==> src/timed_task_scheduler_assert.svh <==
// Assertion macros for the timed task scheduler.
// Both macros sample on clk_i and are disabled while rst_ni is low.
`ifndef TIMED_TASK_SCHEDULER_ASSERT_SVH
`define TIMED_TASK_SCHEDULER_ASSERT_SVH
`ifndef NO_ASSERTIONS
`define TTS_ASSERT(lbl, prop, msg) \
  lbl: assert property (@(posedge clk_i) disable iff (!rst_ni) prop) else $error(msg);
`define TTS_ASSERT_IMP(lbl, ante, cons, msg) \
  lbl: assert property (@(posedge clk_i) disable iff (!rst_ni) (ante) |-> (cons)) \
    else $error(msg);
`else
`define TTS_ASSERT(lbl, prop, msg)
`define TTS_ASSERT_IMP(lbl, ante, cons, msg)
`endif
`endif

==> src/tts_pkg.sv <==
`timescale 1ns / 1ps
`default_nettype none
package tts_pkg;

  localparam int unsigned NumSlotsDef = 16;

  localparam logic [2:0] OP_ADD    = 3'd0;
  localparam logic [2:0] OP_REMOVE = 3'd1;
  localparam logic [2:0] OP_TICK   = 3'd2;
  localparam logic [2:0] OP_PAUSE  = 3'd3;
  localparam logic [2:0] OP_RESUME = 3'd4;

  localparam logic [1:0] CFG_OVERRUN_LIMIT  = 2'd0;
  localparam logic [1:0] CFG_PREPLAY_WINDOW = 2'd1;
  localparam logic [1:0] CFG_NO_DELAY_MODE  = 2'd2;

  localparam logic [31:0] OverrunLimitRst  = 32'd300000;
  localparam logic [15:0] PreplayWindowRst = 16'd100;

  localparam int unsigned InTdataW  = 176;
  localparam int unsigned OutTdataW = 104;
  localparam int unsigned EntryW    = 105;  // relative, period, deadline

  // Commands from the controller to the datapath.
  typedef struct packed {
    logic load_in;
    logic do_exec;
    logic scan_clr;
    logic rd_en;
    logic mode_resume;
    logic do_eval;
    logic rs_finish;
    logic out_load;
  } cmd_t;

  // Status from the datapath to the controller.
  typedef struct packed {
    logic [2:0] op;
    logic       paused;
    logic       pause_nz;
    logic       any_valid;
  } status_t;

endpackage
`default_nettype wire

==> src/tts_ram.sv <==
`timescale 1ns / 1ps
`default_nettype none
module tts_ram #(
  parameter int unsigned WIDTH = 8,
  parameter int unsigned DEPTH = 16
) (
  input  wire logic                     clk_i,
  input  wire logic                     we_i,
  input  wire logic [$clog2(DEPTH)-1:0] waddr_i,
  input  wire logic [WIDTH-1:0]         wdata_i,
  input  wire logic [$clog2(DEPTH)-1:0] raddr_i,
  output logic      [WIDTH-1:0]         rdata_o
);
  logic [WIDTH-1:0] mem [DEPTH];
  logic [WIDTH-1:0] rdata_q;

  always_ff @(posedge clk_i) begin
    if (we_i) begin
      mem[waddr_i] <= wdata_i;
    end
    rdata_q <= mem[raddr_i];
  end

  assign rdata_o = rdata_q;
endmodule
`default_nettype wire

==> src/tts_ctrl.sv <==
`timescale 1ns / 1ps
`default_nettype none
`include "timed_task_scheduler_assert.svh"
module tts_ctrl #(
  parameter int unsigned NUM_SLOTS = 16
) (
  input  wire logic                         clk_i,
  input  wire logic                         rst_ni,
  input  wire logic                         in_valid_i,
  output logic                              in_ready_o,
  output logic                              out_valid_o,
  input  wire logic                         out_ready_i,
  input  wire tts_pkg::status_t             status_i,
  output tts_pkg::cmd_t                     cmd_o,
  output logic [$clog2(NUM_SLOTS)-1:0]      rd_idx_o
);
  import tts_pkg::*;

  localparam int unsigned SlotW = $clog2(NUM_SLOTS);
  localparam int unsigned CntW  = $clog2(NUM_SLOTS + 1);

  typedef enum logic [5:0] {
    ST_IDLE  = 6'b000001,
    ST_EXEC  = 6'b000010,
    ST_SCAN  = 6'b000100,
    ST_EVAL  = 6'b001000,
    ST_RSCAN = 6'b010000,
    ST_DONE  = 6'b100000
  } state_e;

  state_e          state_q, state_d;
  logic [CntW-1:0] cnt_q, cnt_d;
  logic            out_valid_q, out_valid_d;
  logic            cnt_end;
  logic            accept;
  logic            in_scan;

  assign cnt_end  = (cnt_q == CntW'(NUM_SLOTS));
  assign accept   = in_valid_i && in_ready_o;
  assign rd_idx_o = cnt_q[SlotW-1:0];
  assign in_scan  = (state_q == ST_SCAN) || (state_q == ST_RSCAN);

  always_comb begin
    state_d     = state_q;
    cnt_d       = cnt_q;
    out_valid_d = out_valid_q;
    cmd_o       = '0;
    in_ready_o  = 1'b0;
    if (out_valid_q && out_ready_i) begin
      out_valid_d = 1'b0;
    end
    unique case (state_q)
      ST_IDLE: begin
        in_ready_o = 1'b1;
        if (in_valid_i) begin
          cmd_o.load_in = 1'b1;
          state_d       = ST_EXEC;
        end
      end
      ST_EXEC: begin
        cmd_o.do_exec = 1'b1;
        cnt_d         = '0;
        if (status_i.op == OP_TICK && !status_i.paused && status_i.any_valid) begin
          cmd_o.scan_clr = 1'b1;
          state_d        = ST_SCAN;
        end else if (status_i.op == OP_RESUME && status_i.paused && status_i.pause_nz) begin
          state_d = ST_RSCAN;
        end else begin
          state_d = ST_DONE;
        end
      end
      ST_SCAN: begin
        cmd_o.rd_en = !cnt_end;
        if (cnt_end) begin
          state_d = ST_EVAL;
        end else begin
          cnt_d = cnt_q + 1'b1;
        end
      end
      ST_EVAL: begin
        cmd_o.do_eval = 1'b1;
        state_d       = ST_DONE;
      end
      ST_RSCAN: begin
        cmd_o.mode_resume = 1'b1;
        cmd_o.rd_en       = !cnt_end;
        if (cnt_end) begin
          cmd_o.rs_finish = 1'b1;
          state_d         = ST_DONE;
        end else begin
          cnt_d = cnt_q + 1'b1;
        end
      end
      ST_DONE: begin
        if (!out_valid_q || out_ready_i) begin
          cmd_o.out_load = 1'b1;
          out_valid_d    = 1'b1;
          state_d        = ST_IDLE;
        end
      end
      default: state_d = ST_IDLE;
    endcase
  end

  always_ff @(posedge clk_i or negedge rst_ni) begin
    if (!rst_ni) begin
      state_q     <= ST_IDLE;
      cnt_q       <= '0;
      out_valid_q <= 1'b0;
    end else begin
      state_q     <= state_d;
      cnt_q       <= cnt_d;
      out_valid_q <= out_valid_d;
    end
  end

  assign out_valid_o = out_valid_q;

  `TTS_ASSERT(a_accept_exec, accept |=> (state_q == ST_EXEC), "accept did not start execution")
  `TTS_ASSERT_IMP(a_cnt_range, in_scan, (cnt_q <= CntW'(NUM_SLOTS)), "scan counter out of range")
  `TTS_ASSERT_IMP(a_eval_after_scan, (state_q == ST_EVAL), ($past(state_q) == ST_SCAN), "eval w/o scan")
endmodule
`default_nettype wire

==> src/tts_datapath.sv <==
`timescale 1ns / 1ps
`default_nettype none
module tts_datapath #(
  parameter int unsigned NUM_SLOTS = 16
) (
  input  wire logic                           clk_i,
  input  wire logic                           rst_ni,
  input  wire logic                           cfg_we_i,
  input  wire logic [1:0]                     cfg_idx_i,
  input  wire logic [31:0]                    cfg_data_i,
  input  wire logic [2:0]                     op_i,
  input  wire logic [tts_pkg::InTdataW-1:0]   in_data_i,
  input  wire tts_pkg::cmd_t                  cmd_i,
  input  wire logic [$clog2(NUM_SLOTS)-1:0]   rd_idx_i,
  output tts_pkg::status_t                    status_o,
  output logic [tts_pkg::OutTdataW-1:0]       out_data_o
);
  import tts_pkg::*;

  localparam int unsigned SlotW = $clog2(NUM_SLOTS);

  // Configuration
  logic [31:0] ovr_lim_q;
  logic [15:0] win_q;
  logic        nodelay_q;

  always_ff @(posedge clk_i or negedge rst_ni) begin
    if (!rst_ni) begin
      ovr_lim_q <= OverrunLimitRst;
      win_q     <= PreplayWindowRst;
      nodelay_q <= 1'b0;
    end else if (cfg_we_i) begin
      unique case (cfg_idx_i)
        CFG_OVERRUN_LIMIT:  ovr_lim_q <= cfg_data_i;
        CFG_PREPLAY_WINDOW: win_q     <= cfg_data_i[15:0];
        CFG_NO_DELAY_MODE:  nodelay_q <= cfg_data_i[0];
        default: ;
      endcase
    end
  end

  // Captured input
  logic [2:0]  op_q;
  logic [3:0]  slot_q;
  logic [62:0] due_q;
  logic        rel_q;
  logic [39:0] per_q;
  logic [62:0] now_q;

  always_ff @(posedge clk_i) begin
    if (cmd_i.load_in) begin
      op_q   <= op_i;
      slot_q <= in_data_i[3:0];
      due_q  <= in_data_i[66:4];
      rel_q  <= in_data_i[67];
      per_q  <= in_data_i[107:68];
      now_q  <= in_data_i[170:108];
    end
  end

  logic [63:0]      now64;
  logic             slot_ok;
  logic [SlotW-1:0] sidx;
  assign now64   = {1'b0, now_q};
  assign slot_ok = (32'(slot_q) < NUM_SLOTS);
  assign sidx    = SlotW'(slot_q);

  // Control state
  logic [NUM_SLOTS-1:0] valid_q;
  logic                 paused_q;
  logic [62:0]          ps_q;
  logic [31:0]          ovr_q;
  logic                 any_q;
  logic                 rd_pend_q;
  logic [SlotW-1:0]     ridx_q;

  // Best entry of the scan
  logic [63:0]      best_dl_q;
  logic [39:0]      best_per_q;
  logic             best_rel_q;
  logic [SlotW-1:0] best_idx_q;

  // Result
  logic        fired_q;
  logic [3:0]  fslot_q;
  logic [62:0] fdl_q;
  logic        found_q;
  logic [OutTdataW-1:0] out_q;

  // Entry store
  logic               we;
  logic [SlotW-1:0]   waddr;
  logic [EntryW-1:0]  wdata;
  logic [EntryW-1:0]  rdata;
  logic [63:0]        r_dl;
  logic [39:0]        r_per;
  logic               r_rel;

  assign r_dl  = rdata[63:0];
  assign r_per = rdata[103:64];
  assign r_rel = rdata[104];

  tts_ram #(.WIDTH(EntryW), .DEPTH(NUM_SLOTS)) u_ram (
    .clk_i  (clk_i),
    .we_i   (we),
    .waddr_i(waddr),
    .wdata_i(wdata),
    .raddr_i(rd_idx_i),
    .rdata_o(rdata)
  );

  // Tick evaluation
  logic [63:0] lateness;
  logic        overrun;
  logic        fire;
  logic [64:0] fire_lim;
  logic [63:0] base;
  logic [64:0] reload_sum;
  logic [63:0] reload;
  assign lateness   = now64 - best_dl_q;
  assign overrun    = (best_dl_q != '0) && (now64 > best_dl_q) &&
                      (lateness > {32'd0, ovr_lim_q});
  assign fire_lim   = {1'b0, now64} + {49'd0, win_q};
  assign fire       = nodelay_q || ({1'b0, best_dl_q} <= fire_lim);
  assign base       = (best_dl_q == '0) ? now64 : best_dl_q;
  assign reload_sum = {1'b0, base} + {25'd0, best_per_q};
  assign reload     = reload_sum[64] ? '1 : reload_sum[63:0];

  // Resume shift
  logic [63:0] span;
  logic [64:0] shift_sum;
  logic [63:0] shifted;
  logic        rs_wr;
  assign span      = (now_q > ps_q) ? {1'b0, now_q - ps_q} : '0;
  assign shift_sum = {1'b0, r_dl} + {1'b0, span};
  assign shifted   = shift_sum[64] ? '1 : shift_sum[63:0];
  assign rs_wr     = cmd_i.mode_resume && rd_pend_q && valid_q[ridx_q] && r_rel;

  logic [63:0] add_sum;
  assign add_sum = rel_q ? (now64 + {1'b0, due_q}) : {1'b0, due_q};

  always_comb begin
    we    = 1'b0;
    waddr = sidx;
    wdata = {rel_q, per_q, add_sum};
    priority if (cmd_i.do_exec && op_q == OP_ADD && slot_ok) begin
      we = 1'b1;
    end else if (cmd_i.do_eval && fire && best_per_q != '0) begin
      we    = 1'b1;
      waddr = best_idx_q;
      wdata = {best_rel_q, best_per_q, reload};
    end else if (rs_wr) begin
      we    = 1'b1;
      waddr = ridx_q;
      wdata = {r_rel, r_per, shifted};
    end else begin
      we = 1'b0;
    end
  end

  always_ff @(posedge clk_i or negedge rst_ni) begin
    if (!rst_ni) begin
      valid_q   <= '0;
      paused_q  <= 1'b0;
      ps_q      <= '0;
      ovr_q     <= '0;
      any_q     <= 1'b0;
      rd_pend_q <= 1'b0;
      ridx_q    <= '0;
    end else begin
      rd_pend_q <= cmd_i.rd_en;
      ridx_q    <= rd_idx_i;
      if (cmd_i.do_exec) begin
        unique case (op_q)
          OP_ADD:    if (slot_ok) valid_q[sidx] <= 1'b1;
          OP_REMOVE: if (slot_ok) valid_q[sidx] <= 1'b0;
          OP_PAUSE: begin
            if (!paused_q) begin
              paused_q <= 1'b1;
              ps_q     <= now_q;
            end
          end
          OP_RESUME: if (paused_q && ps_q == '0) paused_q <= 1'b0;
          default: ;
        endcase
      end
      if (cmd_i.scan_clr) begin
        any_q <= 1'b0;
      end else if (rd_pend_q && !cmd_i.mode_resume && valid_q[ridx_q] &&
                   (!any_q || r_dl < best_dl_q)) begin
        any_q <= 1'b1;
      end
      if (cmd_i.do_eval) begin
        if (overrun && ovr_q != '1) ovr_q <= ovr_q + 1'b1;
        if (fire && best_per_q == '0) valid_q[best_idx_q] <= 1'b0;
      end
      if (cmd_i.rs_finish) begin
        paused_q <= 1'b0;
        ps_q     <= '0;
      end
    end
  end

  always_ff @(posedge clk_i) begin
    if (rd_pend_q && !cmd_i.mode_resume && valid_q[ridx_q] &&
        (!any_q || r_dl < best_dl_q)) begin
      best_dl_q  <= r_dl;
      best_per_q <= r_per;
      best_rel_q <= r_rel;
      best_idx_q <= ridx_q;
    end
    if (cmd_i.load_in) begin
      fired_q <= 1'b0;
      fslot_q <= '0;
      fdl_q   <= '0;
      found_q <= 1'b0;
    end
    if (cmd_i.do_exec && op_q == OP_REMOVE && slot_ok) begin
      found_q <= valid_q[sidx];
    end
    if (cmd_i.do_eval && fire) begin
      fired_q <= 1'b1;
      fslot_q <= 4'(best_idx_q);
      fdl_q   <= best_dl_q[63] ? '1 : best_dl_q[62:0];
    end
    if (cmd_i.out_load) begin
      out_q <= {2'b00, ~|valid_q, found_q, ovr_q, fdl_q, fslot_q, fired_q};
    end
  end

  assign status_o.op        = op_q;
  assign status_o.paused    = paused_q;
  assign status_o.pause_nz  = (ps_q != '0);
  assign status_o.any_valid = |valid_q;
  assign out_data_o         = out_q;
endmodule
`default_nettype wire

==> src/timed_task_scheduler.sv <==
// Flow: every op is accepted, executed and written to the output register; a tick that is
// not paused and has a valid slot also scans the store and evaluates, a resume with shift rescans it.
// Throughput: one transaction at a time; the entry scan through the store
// reads one slot per cycle.
// Reset: rst_ni is asynchronous active low; all slots free, not paused, counters zero.
`timescale 1ns / 1ps
`default_nettype none
module timed_task_scheduler #(
  parameter int unsigned NUM_SLOTS = tts_pkg::NumSlotsDef
) (
  input  wire logic                          clk_i,
  input  wire logic                          rst_ni,
  // configuration writes
  input  wire logic                          cfg_we_i,
  input  wire logic [1:0]                    cfg_idx_i,
  input  wire logic [31:0]                   cfg_data_i,
  // input stream
  input  wire logic                          s_axis_tvalid,
  output logic                               s_axis_tready,
  // tdata: slot[3:0], due_value[66:4], is_relative[67], reload_period[107:68],
  //        now_time[170:108], zero pad[175:171]
  input  wire logic [tts_pkg::InTdataW-1:0]  s_axis_tdata,
  // tuser: op[2:0]
  input  wire logic [2:0]                    s_axis_tuser,
  // result stream
  output logic                               m_axis_tvalid,
  input  wire logic                          m_axis_tready,
  // tdata: fired[0], fired_slot[4:1], fired_deadline[67:5], overrun_total[99:68],
  //        found[100], table_empty[101], zero pad[103:102]
  output logic [tts_pkg::OutTdataW-1:0]      m_axis_tdata
);
  import tts_pkg::*;

  cmd_t                       cmd;
  status_t                    status;
  logic [$clog2(NUM_SLOTS)-1:0] rd_idx;

  // Sequence each transaction: execute, for a tick scan the store and evaluate, then hand
  // the result to the output register once it is free, and return to idle for the next input.
  tts_ctrl #(.NUM_SLOTS(NUM_SLOTS)) u_ctrl (
    .clk_i      (clk_i),
    .rst_ni     (rst_ni),
    .in_valid_i (s_axis_tvalid),
    .in_ready_o (s_axis_tready),
    .out_valid_o(m_axis_tvalid),
    .out_ready_i(m_axis_tready),
    .status_i   (status),
    .cmd_o      (cmd),
    .rd_idx_o   (rd_idx)
  );

  // Hold the entry table, the pause state, the overrun count and the result.
  tts_datapath #(.NUM_SLOTS(NUM_SLOTS)) u_dp (
    .clk_i     (clk_i),
    .rst_ni    (rst_ni),
    .cfg_we_i  (cfg_we_i),
    .cfg_idx_i (cfg_idx_i),
    .cfg_data_i(cfg_data_i),
    .op_i      (s_axis_tuser),
    .in_data_i (s_axis_tdata),
    .cmd_i     (cmd),
    .rd_idx_i  (rd_idx),
    .status_o  (status),
    .out_data_o(m_axis_tdata)
  );
endmodule
`default_nettype wire
==> config.mk <==
export PLATFORM = sky130hd
export DESIGN_NAME = timed_task_scheduler
export DESIGN_NICKNAME = d
export VERILOG_FILES = /design/src/tts_pkg.sv /design/src/tts_ram.sv /design/src/tts_ctrl.sv /design/src/tts_datapath.sv /design/src/timed_task_scheduler.sv
export VERILOG_INCLUDE_DIRS = /design/src /design/src/src
export SDC_FILE = /design/constraint.sdc
export NUM_CORES = 2
export LEC_CHECK = 0
export BUFFER_PORTS_ARGS = -buffer_cell sky130_fd_sc_hd__buf_2
export CAP_MARGIN = 20
export CORE_MARGIN = 2
export CORE_UTILIZATION = 48
export DETAILED_ROUTE_END_ITERATION = 8
export HOLD_SLACK_MARGIN = 0.02
export PLACE_DENSITY = 0.62
export REMOVE_ABC_BUFFERS = 1
export SLEW_MARGIN = 20
export SYNTH_ARGS = -nofsm -noshare
export SYNTH_HDL_FRONTEND = slang
export SYNTH_HIERARCHICAL = 1
export SYNTH_SLANG_ARGS = --single-unit
==> constraint.sdc <==
create_clock -name clk_i -period 16.11 [get_ports clk_i]
set_clock_uncertainty 0.05 [all_clocks]
set_input_delay 1.611 -clock clk_i [delete_from_list [all_inputs] [get_ports clk_i]]
set_output_delay 1.611 -clock clk_i [all_outputs]
set_load 0.005 [all_outputs]
**Yosys cells after proc, flatten, opt, wreduce, memory -nomap -nowiden**

Memory sizes are Yosys's and may differ from the RTL's. A register that Yosys moved wholly into a read port is not among the register bits.
Cells that the tools add are included.

- Memories kept: 1
- Register bits after elaboration: 633
- Output and inout bits: 106
- Logic and storage cells: 198
- RAM bits: 1680
- Bits of input ports: 218

- Add/sub/neg operators: 8
- Reduce and logical (&&, ||, !) cells: 56
- Order comparisons: 10
- Bitwise operators: 5
- Equality and inequality tests: 21
- Muxes and demuxes: 69

Memories:

| memory | depth | bits a word | rd ports | clocked after memory_dff | write ports | RTL line | RTL |
|---|---|---|---|---|---|---|---|
| u_dp.u_ram.mem | 16 | 105 | 1 | 1 | 1 | tts_ram.sv:14 | `logic [WIDTH-1:0] mem [DEPTH];` |

Operators by type and width:

| operator | number |
|---|---|
| 2-to-1 mux 63 bit | 8 |
| 2-to-1 mux 105 bit | 3 |
| 2-to-1 mux 64 bit | 4 |
| adder 64 x 40 -> 65 bit | 1 |
| adder 64 x 64 -> 65 bit | 1 |
| less-or-equal comparator 64 x 65 -> 1 bit | 1 |
| adder 63 x 16 -> 64 bit | 1 |
| adder 63 x 63 -> 64 bit | 1 |
| > comparator 63 x 64 -> 1 bit | 1 |
| > comparator 64 x 32 -> 1 bit | 1 |
| zero test 64 bit | 1 |
| less-than comparator 64 bit | 1 |
| nonzero test 64 bit | 1 |
| subtractor 63 x 64 -> 64 bit | 1 |
| > comparator 63 bit | 1 |
| zero test 63 bit | 1 |
| nonzero test 63 bit | 1 |
| subtractor 63 bit | 1 |
| 2-to-1 mux 16 bit | 3 |
| zero test 40 bit | 1 |
| nonzero test 40 bit | 1 |
| 2-to-1 mux 6 bit | 6 |
| case mux 6 bit (6 select lines) | 1 |
| adder 32 x 1 -> 32 bit, second input constant | 1 |
| other kinds (43) | 126 |

**Logic depth before layout (Yosys ltp)**

- Depth in word-level cells: 11
- Mapped depth: 31
- Mapped depth without buffers: 29

**Modules after synthesis**

Netlist, hierarchy kept.

Modules (own cells, without submodules):

| module | instances | cells an instance | seq. area each (um^2) | area each (um^2) |
|---|---|---|---|---|
| tts_ram | 1 | 2688 | 52550.4 | 64932.3 |
| tts_datapath | 1 | 5267 | 17815.8 | 47774.6 |
| tts_ctrl | 1 | 89 | 301.5 | 818.3 |

**Least setup slack after synthesis**

No wires, ideal clock.

- Path type: register -> register
- From: register u_dp.now_q[0]
- To: memory u_dp/u_ram/mem[0][0] (netlist name) (enable)
- Library setup time: 0.697 ns
- Path buffers: 2
- Period minus slack after synthesis: 13.998 ns
- Path slack: 2.112 ns
- Data arrival time: 13.251 ns
- Stages on the path, launching flop included: 29
- Data required time: 15.363 ns
- Path through: edfxtp_1 ha_1 fa_1 a21o_1 a21oi_1 o21bai_1 a21oi_1 nor2b_1 o2111ai_1 a31oi_1 a41o_1 o311ai_1 nor4_1 nand3_1 xor2_1 ha_1 nand4_1 nor3_1 nand4_1 nor3_1 o311a_1 nor4_1 or3_1 clkbuf_1 clkbuf_1 o22ai_1 a21oi_1 or3b_2 nor3_1

- Elaborated cells on any way between the ends: 11
- Those cells by class: add/sub (1); order compare (1); mux (6); reduce/logical (3)

RTL lines:

| element | RTL line | RTL |
|---|---|---|
| from (decl) | tts_datapath.sv:48 | `logic [62:0] now_q;` |
| from (signal assigned) | tts_datapath.sv:57 | `now_q <= in_data_i[170:108];` |
| adder 63 x 16 -> 64 bit | tts_datapath.sv:123 | `assign fire_lim = {1'b0, now64} + {49'd0, win_q};` |
| less-or-equal comparator 64 x 65 -> 1 bit | tts_datapath.sv:124 | `assign fire = nodelay_q \|\| ({1'b0, best_dl_q} <= fire_lim);` |
| logical OR 1 bit | tts_datapath.sv:124 |  |
| logical AND 1 bit (2 in series) | tts_datapath.sv:148 | `end else if (cmd_i.do_eval && fire && best_per_q != '0) begin` |
| 2-to-1 mux 4 bit | tts_datapath.sv:148 |  |
| 2-to-1 mux 4 bit | tts_datapath.sv:146 | `priority if (cmd_i.do_exec && op_q == OP_ADD && slot_ok) begin` |
| named net u_dp.waddr[2] | tts_datapath.sv:92 | `logic [SlotW-1:0] waddr;` |
| to (decl) | tts_ram.sv:14 |  |

The timed path passes the listed nets, and every way through them passes these cells.

**Worst setup path after layout**

- From: register u_dp.now_q[1]
- To: memory u_dp/u_ram/mem[11][98] (netlist name) (enable)

The elaborated chain is that of the path after synthesis.

==> metrics.csv <==
stage,metric,value,unit
critical_path,worstPathMaxFanout,89,
hold_path,min_path_type,reg2reg,
critical_path,startpoint_type,flip-flop,
grt,grt_max_degree,137,
yosys,synth_compound_area_share,10.9,%
yosys,synth_edf_count,2133,
run_status,status,"finished, final reports clean",
yosys,synth-seq-cells,2418,
placement,portBuffers,316,
routing,wl,355000,um
placement,place_hpwl,229000,um
sta,fmax,89.6,MHz
routing,viasPerCell,6.30,
critical_path,critPathKind,reg2reg,
clocking,clockBufferDepth,4,
yosys,synth-xor-area-share,2.73,%
yosys,synth_top_family_by_area,compound AO/OA/AOI/OAI gates,
yosys,synth_simple_gate_area_share,7.35,%
clocking,clock_latency,0.96,ns
clocking,path_clk_slew,0.06,ns
yosys,async_flop_share,7.40,%
floorplan,start_util,48.3,%
routing,wl_per_cell,30.1,um
routing,firstDrtPassIters,7,
critical_path,crit_required,16.58,ns
final_layout,layout-drive-gt1-share,17.0,%
yosys,avgSynthCellArea,14.1,um2
grt,groute.usage.overall,29.1,%
pwr,leakagePower,45.2,nW
yosys,synth_ff_type,edfxtp_1,
clocking,holdBufCountCts,0,
yosys,synth_cells,8044,
grt,grt_pass1_vias,72627,
clocking,h-tree-depth,5,
placement,gp_congestion,0.969,
floorplan,io-pin-count,324,
sta,tightest_slew,1.23,ns
sta,rsz0062_at_grt,no,
routing,drt_iter0_drc,9205,
grt,grt_first_pass_wirelength,509000,um
yosys,synth_cell_types,101,
clocking,clock_sinks,2418,
pwr,p_per_area,165,nW/um2
critical_path,arrival,11.62,ns
sta,period_minus_slack,11.16,ns
grt,overflow,0,
critical_path,end_kind,flip-flop,
routing,drc,0,
routing,ant_nets,0,
floorplan,rows,178,
clocking,clockRootBuffer,clkbuf_16,
clocking,ctsResizeCount,0,
sta,setup_viol,0,
sta,period_share,69.3,%
yosys,yosys_warnings,6,
final_layout,final.fill_count,19078,
floorplan,dieArea,240000,um2
sta,slew_headroom,18.1,%
final_layout,synthToLayoutAreaGrowth,12.9,%
routing,vias,74362,
floorplan,die_w,490,um
critical_path,critical_path.slowest_cell,a21oi_1,
yosys,syn-cell-area,114000,um2
floorplan,fp.coreArea,235000,um2
yosys,synth-seq-area-share,62.2,%
sta,whs,0.334,ns
sta,finalHoldViolations,0,
run,drv_cap,0,
grt,antenna_found_initial,26,
clocking,cts_tree,built,
yosys,synth_adder_area_share,5.30,%
floorplan,die_y,490,um
clocking,numCtsBuffers,279,
pwr,total_power,21.2,mW
sta,slew_viol_final,0,
pwr,vdd_ir_drop_max,0.000113,V
yosys,synth_mux_area_share,8.96,%
critical_path,cpPeakStageDelay,0.99,ns
clocking,cts_setup_buffers,0,
final_layout,final_nets,9135,
-- cells in the final DEF, fill, tap and decap left out, drive strengths merged, types with 29 or more instances in the layout --
master,synthesis,layout
a211oi,45,45
a21o,257,257
a21oi,608,608
a22oi,242,242
a31oi,62,62
and2,29,29
and3,64,64
buf,146,476
clkbuf,232,384
clkinv,0,67
dfrtp,167,167
dfxtp,106,106
edfxtp,2133,2133
ha,471,471
inv,286,299
mux4,430,430
nand2,631,631
nand2b,47,47
nand3,144,144
nand4,119,119
nor2,316,316
nor2b,60,60
nor3,138,138
nor4,78,78
o21a,52,52
o21ai,257,257
o21bai,61,61
o22ai,93,93
or3,29,29
xnor2,226,226
xor2,128,128
-- final timing paths --
check	start	end	slack, ns	cells after the start
min reg2reg	u_dp/fdl_q[9]	u_dp/out_data_o[14]	0.33	0
max reg2reg	u_dp/now_q[1]	u_dp/u_ram/mem[11][98]	4.95	29
max in group asynchronous	rst_ni	u_ctrl/cnt_q[0]	13.56	2
min in group asynchronous	rst_ni	u_dp/ovr_q[10]	0.77	1
min	u_dp/fdl_q[9]	u_dp/out_data_o[14]	0.33	0
max	u_dp/now_q[1]	u_dp/u_ram/mem[11][98]	4.95	29
-- logic make-up (layout without fill, tap and decap cells) --
family | Yosys count | count (layout)
AO/OA/AOI/OAI | 1912 | 1912
XOR/XNOR | 354 | 354
adder cells (fa/ha/maj) | 477 | 477
buffers and inverters | 664 | 1261
flip-flops | 2418 | 2418
multiplexers | 476 | 476
other | 1 | 13
AND/OR/NAND/NOR | 1742 | 1742
-- cell type report --
cell class | instances | area, um2 | share of cell area, %
flip-flops and latches | 2418 | 70700 | 55.2
multi-input cells | 4963 | 40300 | 31.5
clock buffers | 368 | 7630 | 5.96
well taps | 3150 | 3940 | 3.08
repair buffers | 492 | 3140 | 2.45
clock inverters | 115 | 1340 | 1.04
inverters | 286 | 1070 | 0.838
diodes | 11 | 27.5 | 0.0215
-- cell usage after synthesis (all sizes together) (138+ instances only) --
library cell,count,area (um2)
dfrtp,167,4180
nand3,144,721
nor2,316,1190
xnor2,226,1980
mux4,430,9680
a22oi,242,1820
nand2,631,2370
clkbuf,232,873
inv,286,1070
nor3,138,702
a21o,257,1930
buf,146,936
a21oi,608,3040
o21ai,257,1290
ha,471,5890
edfxtp,2133,64100
-- flip-flops by register name (all words and copies together) (netlist names), 3 cells and up --
signal,cells
u_dp/win_q,16
u_dp/u_ram/mem,1680
u_dp/best_per_q,40
u_ctrl/state_q,6
u_dp/fslot_q,4
u_dp/due_q,63
u_dp/best_idx_q,4
u_dp/valid_q,16
u_dp/now_q,63
u_dp/ovr_lim_q,32
u_dp/ps_q,63
u_dp/best_dl_q,64
u_dp/fdl_q,63
u_ctrl/cnt_q,5
u_dp/op_q,3
u_dp/ridx_q,4
u_dp/out_data_o,102
u_dp/ovr_q,32
u_dp/sidx,4
u_dp/u_ram/rdata_o,105
u_dp/per_q,40
-- worst max-delay path, delay by kind of cell (launching register included) --
family	cells	cell delay (ns)
buf+inv	4	1.86
flops	1	0.63
compound gates	12	3.38
simple gates	11	4.02
fa+ha+maj	2	0.68
-- metrics by stage --
stage / util (%) / cell area [um2] / std cells / setup slack (ns) / TNS [ns]
after detailed placement: 50.5 / 119000 / 11281 / 5.11 / 0
final: 54.5 / 128000 / 11803 / 4.95 / 0
after global routing: 54.5 / 128000 / 11800 / 4.59 / 0
after floorplan: - / 112000 / 7667 / -1.39 / -376.00
after global placement: 50.5 / 119000 / 11281 / 5.21 / 0
after CTS: 54.4 / 128000 / 11764 / 5.14 / 0
-- metal layers --
layer	vias to the layer above	global-route usage, %	wire length [um]
met5	-	0	25
met4	4	13.7	18900
met3	672	4.41	29500
met2	3616	45.1	161000
met1	37752	40.6	146000
li1	32318	-	-
-- report_power, final --
part,leakage [nW],switching [mW],internal (mW)
sequential,22.5,0.385,7.70
combinational,18.4,4.21,2.60
clock,4.39,2.48,3.77
No activity file was read; power rests on OpenSTA's default activity.
